## config.mk

```make
export PLATFORM = sky130hd
export DESIGN_NAME = sorted_insertion_buffer
export DESIGN_NICKNAME = d
export VERILOG_FILES = /design/src/hdl/sib_pkg.sv /design/src/hdl/sib_cell.sv /design/src/hdl/sorted_insertion_buffer.sv
export SDC_FILE = /design/constraint.sdc
export NUM_CORES = 2
export LEC_CHECK = 0
export ABC_CLOCK_PERIOD_IN_PS = 7600
export BUFFER_PORTS_ARGS = -buffer_cell sky130_fd_sc_hd__buf_2
export CAP_MARGIN = 20
export CORE_AREA = 2 2 417 419
export DETAILED_ROUTE_END_ITERATION = 16
export DIE_AREA = 0 0 419 421
export PLACE_DENSITY = 0.69
export SLEW_MARGIN = 20
export SYNTH_ARGS = -nofsm -noshare
export SYNTH_HDL_FRONTEND = slang
export SYNTH_SLANG_ARGS = --single-unit
```

## constraint.sdc

```tcl
create_clock -name clk -period 7.6 [get_ports clk]
set_input_delay 0.38 -clock clk [delete_from_list [all_inputs] [get_ports clk]]
set_output_delay 0.38 -clock clk [all_outputs]
set_load 0.02 [all_outputs]
```

## src/hdl/sib_pkg.sv

```systemverilog
// Shared types and codes for the sorted insertion buffer.
`default_nettype none
package sib_pkg;

  localparam int unsigned DATA_W = 32;

  typedef enum logic {
    CMD_INSERT = 1'b0,
    CMD_DRAIN  = 1'b1
  } cmd_t;

  typedef enum logic [1:0] {
    KIND_INSERTED = 2'd0,
    KIND_REJECTED = 2'd1,
    KIND_DRAINED  = 2'd2,
    KIND_EMPTY    = 2'd3
  } kind_t;

  typedef enum logic {
    ST_IDLE  = 1'b0,
    ST_DRAIN = 1'b1
  } state_t;

  typedef struct packed {
    logic                     insert;
    logic                     shift;
    logic signed [DATA_W-1:0] val;
  } cell_ctrl_t;

endpackage
`default_nettype wire

```

## src/hdl/sib_cell.sv

```systemverilog
// One storage cell of the sorted chain: compare, hold, take from a neighbor.
`default_nettype none
module sib_cell (
  input  wire logic                             clk,
  input  wire sib_pkg::cell_ctrl_t              ctrl,
  input  wire logic                             occ,
  input  wire logic                             left_less,
  input  wire logic signed [sib_pkg::DATA_W-1:0] left_data,
  input  wire logic signed [sib_pkg::DATA_W-1:0] right_data,
  output logic signed [sib_pkg::DATA_W-1:0]     data,
  output logic                                  less
);
  import sib_pkg::*;

  logic signed [DATA_W-1:0] data_next;

  assign less = occ && (data < ctrl.val);

  always_comb begin
    data_next = data;
    if (ctrl.shift) begin
      data_next = right_data;
    end else if (ctrl.insert && !less) begin
      data_next = left_less ? ctrl.val : left_data;
    end
  end

  always_ff @(posedge clk) begin
    data <= data_next;
  end

endmodule
`default_nettype wire

```

## src/hdl/sorted_insertion_buffer.sv

```systemverilog
// Top level of the sorted insertion buffer: cell chain, fill count and result register.
//
// Commands enter on start/cmd/value and are taken at a clock edge where start
// is high and busy is low. An insert compares the value against every cell of
// the chain at once and shifts the larger entries one cell up, so inserts are
// taken back to back, one per cycle; its status beat (inserted, or rejected
// when the store already holds DEPTH values) appears on the result ports in the
// cycle after it is taken.
// A drain walks the chain down toward cell zero one entry per cycle and gives
// one beat per stored value in ascending order, last marking the final one;
// busy stays high until the last entry is shifted out, and each beat follows in
// the cycle after its shift. A drain of an empty store gives one beat of kind empty.
// Each beat is on kind/value_res/last for exactly one cycle, marked by strobe;
// the receiver cannot stall it.
// Synchronous reset empties the store and drops any beat or drain in flight.
`default_nettype none
module sorted_insertion_buffer #(
  parameter int unsigned DEPTH = 32
) (
  input  wire logic                              clk,
  input  wire logic                              rst,
  input  wire logic                              start,
  output logic                                   busy,
  input  wire logic                              cmd,
  input  wire logic signed [sib_pkg::DATA_W-1:0] value,
  output logic                                   strobe,
  output logic [1:0]                             kind,
  output logic signed [sib_pkg::DATA_W-1:0]      value_res,
  output logic                                   last
);
  import sib_pkg::*;

  localparam int unsigned CW = $clog2(DEPTH + 1);

  state_t                   state;
  state_t                   state_next;
  logic [CW-1:0]            count;
  logic [CW-1:0]            count_next;
  cell_ctrl_t               ctrl;
  logic                     accept;
  logic                     full;
  logic signed [DATA_W-1:0] cell_data [DEPTH];
  logic                     cell_less [DEPTH];
  logic                     strobe_next;
  kind_t                    kind_next;
  logic signed [DATA_W-1:0] value_res_next;
  logic                     last_next;

  assign accept = start && !busy;
  assign full   = (count == CW'(DEPTH));

  always_comb begin
    state_next = state;
    case (state)
      ST_IDLE: begin
        if (accept && cmd == CMD_DRAIN && count != '0) begin
          state_next = ST_DRAIN;
        end
      end
      ST_DRAIN: begin
        if (count == CW'(1)) begin
          state_next = ST_IDLE;
        end
      end
      default: state_next = ST_IDLE;
    endcase
  end

  always_comb begin
    busy           = (state == ST_DRAIN);
    ctrl.insert    = accept && cmd == CMD_INSERT && !full;
    ctrl.shift     = (state == ST_DRAIN);
    ctrl.val       = value;
    count_next     = count;
    strobe_next    = 1'b0;
    kind_next      = KIND_INSERTED;
    value_res_next = '0;
    last_next      = 1'b1;
    if (ctrl.shift) begin
      count_next     = count - CW'(1);
      strobe_next    = 1'b1;
      kind_next      = KIND_DRAINED;
      value_res_next = cell_data[0];
      last_next      = (count == CW'(1));
    end else if (accept) begin
      if (cmd == CMD_INSERT) begin
        strobe_next = 1'b1;
        if (full) begin
          kind_next = KIND_REJECTED;
        end else begin
          count_next = count + CW'(1);
        end
      end else if (count == '0) begin
        strobe_next = 1'b1;
        kind_next   = KIND_EMPTY;
      end
    end
  end

  for (genvar i = 0; i < DEPTH; i++) begin : g_cell
    logic                     occ;
    logic                     left_less;
    logic signed [DATA_W-1:0] left_data;
    logic signed [DATA_W-1:0] right_data;

    assign occ = (CW'(i) < count);

    if (i == 0) begin : g_head
      assign left_less = 1'b1;
      assign left_data = value;
    end else begin : g_body
      assign left_less = cell_less[i-1];
      assign left_data = cell_data[i-1];
    end

    if (i == DEPTH - 1) begin : g_tail
      assign right_data = cell_data[i];
    end else begin : g_mid
      assign right_data = cell_data[i+1];
    end

    sib_cell u_cell (
      .clk        (clk),
      .ctrl       (ctrl),
      .occ        (occ),
      .left_less  (left_less),
      .left_data  (left_data),
      .right_data (right_data),
      .data       (cell_data[i]),
      .less       (cell_less[i])
    );
  end

  always_ff @(posedge clk) begin
    if (rst) begin
      state  <= ST_IDLE;
      count  <= '0;
      strobe <= 1'b0;
    end else begin
      state  <= state_next;
      count  <= count_next;
      strobe <= strobe_next;
    end
  end

  always_ff @(posedge clk) begin
    kind      <= kind_next;
    value_res <= value_res_next;
    last      <= last_next;
  end

`ifndef SYNTHESIS
  a_drain_nonempty: assert property (@(posedge clk) disable iff (rst)
    (state == ST_DRAIN) |-> (count != '0))
    else $error("drain running on an empty store");

  a_count_bound: assert property (@(posedge clk) disable iff (rst)
    count <= CW'(DEPTH))
    else $error("fill count beyond depth");

  a_insert_beat: assert property (@(posedge clk) disable iff (rst)
    (accept && cmd == CMD_INSERT) |=> (strobe && last))
    else $error("insert gave no single status beat");

  a_drain_continues: assert property (@(posedge clk) disable iff (rst)
    (strobe && kind == KIND_DRAINED && !last) |-> busy)
    else $error("drain stopped before its last beat");
`endif

endmodule
`default_nettype wire
```

==> results.tsv <==
stage	metric	value	unit
clock_tree	clk sinks	1067	
grt	met2 Resource Use GR	39.73	%
floorplanning	DIE AREA	176400	um^2
synth	ys async rst share	0	%
synth	cell area after synthesis	75270	um^2
synth	count leader, synth	edfxtp_1	
layout	Fillers	15420	
critical_path	worst flop-to-flop path startpoint	g_cell[4].u_cell.data[31]	
layout	final net count	7850	
layout	Core Util, Final	47.63	%
layout	area grow syn2layout	9.158	%
synth	Post-synth EDFFs	1024	
clock_tree	htree depth	3	
grt	first-pass GRT wire length	353.3	mm
detailed_routing	WL/cell	25.34	um
floorplanning	num rows	153	
sta	normalized max-slew margin	21.45	%
detailed_routing	Starting DRT DRC Count	6933	
grt	largest net degree at the start of global routing	222	
grt	Overflow after GRT	0	
placed_design	GP Congestion	0.9328	
synth	largest area contributor in the netlist	edfxtp_1	
synth	Synth Register Bits	1067	
job	max_cap viols	0	
sta	RSZ-0062 raised after global routing	false	
synth	Yosys top cell area share	40.85	%
critical_path	reg-to-reg endpoint	g_cell[4].u_cell.data[23]	
placed_design	buffers added on ports	72	
sta	worst-margin pin slew	1.168	ns
clock_tree	clk slew on worst S/H paths	0.06	ns
critical_path	Worst Setup End Kind	flip-flop	
critical_path	Critical Path RT	8.03	ns
detailed_routing	Final ANT Viol Nets	0	
sta	setup_tns	0	ns
synth	largest cells by area after synthesis	edfxtp_1 41%, ha_1 17%, mux2i_1 6.9%	
synth	Ys Warns	0	
clock_tree	PostCTS Resize Cnt	0	
clock_tree	postcts setup bufs	0	
clock_tree	clk root buf	clkbuf_16	
synth	Synth top cells by count	1024 x edfxtp_1, 995 x ha_1, 804 x nand2_1	
sta	Worst Skew	0.05125	ns
synth	post-synthesis sequential area ratio	42.00	%
clock_tree	clk buf depth	3	
worst_hold_path	count of cells along the worst hold path	3	
synth	Post-synth top flop	edfxtp_1	
layout	ratio of cells with drive above 1 in the final layout	11.53	%
detailed_routing	vias per cell	6.363	
critical_path	Worst Path Max Fanout	33	
power	Peak VDD IR	0.0002148	V
sta	minimum clock period	5.751	ns
sta	Final setup viols	0	
sta	Final Hold Vio Count	0	
synth	Syn Area/Cell	10.91	um^2
placed_design	Detailed Place HPWL	172.5	mm
critical_path	crit path DAT	6.18	ns
floorplanning	initial core utilization	43.64	%
run_status	status	finished, final reports clean	
grt	gr usage total	25.72	%
floorplanning	I/O pins	73	
clock_tree	Post-CTS Hold Fix Bufs	3	
clock_tree	Num CTS Buffers	120	
grt	busiest layer in global routing	met2	
sta	Slew Viols, Final	0	
critical_path	Worst R2R Path Depth	10	
clock_tree	Clock Latency Late Sink	0.78	ns
detailed_routing	Routed WL	234.3	mm
worst_hold_path	Hold Crit Start	value[14]	
critical_path	crit path kind	input port to flip-flop	
synth	post-synthesis net count	7928	
floorplanning	CORE AREA	172500	um^2
synth	Post-Synthesis Cells	6897	
detailed_routing	total number of vias	58840	
layout	number of diodes	0	
worst_hold_path	worst min-delay path class	input port to flip-flop	
synth	synth unique cells	77	
grt	met3 global-route usage	3.830	%
power	Pleak	34.58	nW
floorplanning	chip width	419	um
grt	antenna violations before repair	1	
worst_hold_path	worst hold endpoint	g_cell[8].u_cell.data[14]	
detailed_routing	First-pass DRT Iterations	6	
critical_path	R2R setup slack	1.93	ns
clock_tree	TritonCTS clock tree	built	
grt	GR met1 Demand/Resource	36.00	%
critical_path	startpoint types	input port	
sta	period utilization	75.68	%
power	pwr/cell area	280.0	nW/um^2
detailed_routing	DRC Markers	0	
floorplanning	Chip Height	421	um
grt	vias in the first global route	57130	
sta	max frequency	173.9	MHz
[how the worst max path moves through the flow]
stage,cells past startpoint,slack (ns),end,from
final,13,1.85,g_cell[4].u_cell.data[23],value[30]
after global routing,13,1.85,g_cell[4].u_cell.data[22],value[30]
after CTS,13,2.34,g_cell[4].u_cell.data[25],value[30]
after detailed placement,13,1.53,g_cell[4].u_cell.data[24],value[30]
after global placement,13,1.58,g_cell[4].u_cell.data[25],value[30]
after floorplan,12,2.76,g_cell[12].u_cell.data[0],value[7]
[cell type report]
class                      count  area [um^2]  share of cell area, %
timing repair buffer         215         1592                  1.937
clock buffer                 143         3119                  3.796
sequential                  1067        31610                  38.48
clock inverter                81        862.1                  1.049
multi-input combinational   5331        41750                  50.81
inverter                      84        315.3                 0.3838
tap                         2325         2909                  3.541
[power by group]
part	internal (W)	switching (W)	leakage [nW]
Sequential	0.00839	0.00121	10.1
Clock	0.00349	0.00262	1.94
Combinational	0.00304	0.00426	22.6
Total	0.0149	0.00809	34.6
[per-layer routing]
layer / vias to the layer above / part of all wire, %
li1: 26580 / -
met1: 29040 / 43
met2: 2683 / 44
met3: 530 / 7.8
met4: 2 / 4.6
met5: - / 0.0055
[through the flow]
stage | total power [W] | cell area, um^2 | instances | hold slack [ns] | setup WS [ns]
final | 0.02301 | 82160 | 9246 | 0.2480 | 1.849
after global routing | 0.02409 | 82160 | 9246 | 0.2281 | 1.851
after CTS | 0.02285 | 82060 | 9241 | 0.2014 | 2.339
after detailed placement | 0.01675 | 78050 | 9014 | 0.5486 | 1.535
after global placement | 0.01643 | 78040 | 9014 | 0.5331 | 1.581
after floorplan | 0.01429 | 75270 | 6897 | 0.4771 | 2.756
[critical path, stage by stage]
cell,delay (ns)
buf_2,0.47
inv_1,0.21
buf_4,0.32
ha_1,0.39
nand4_1,0.35
nor3_1,0.69
nand2_1,0.40
a311oi_1,0.87
nor2_1,0.20
mux2i_4,0.20
buf_4,0.54
a21o_1,0.70
buf_4,0.42
[sequential cells by signal, summed over array words and instances, names as in the netlist]
register,flops
kind,2
strobe,1
value_res,32
busy,1
g_cell.u_cell.data,1024
count,6
last,1
[cells by family after synthesis]
kind of cell    synth area share (%)
compound gates                 14.58
xor+xnor                      0.2095
fa+ha+maj                      16.54
buf+inv                        2.932
flops                          42.00
mux                            12.54
simple gates                   11.20
[cells in the final DEF, fill, tap and decap left out, types with 35 or more instances in the layout]
cell type and count:
edfxtp_1 1024, ha_1 995, nand2_1 804, o21ai_0 610
mux2i_1 513, a21oi_1 306, mux2_2 295, nor2_1 278
a221o_1 258, a21o_1 138, nand4_1 133, nor3b_1 132
buf_4 128, clkbuf_16 120, nand3_1 93, inv_1 84
buf_2 72, and2_1 70, nor3_1 69, nand2b_1 66
mux2_4 59, o21ai_1 57, dfxtp_1 42, a211oi_1 41
o21a_1 35
No activity file was read; power rests on OpenSTA's default activity.
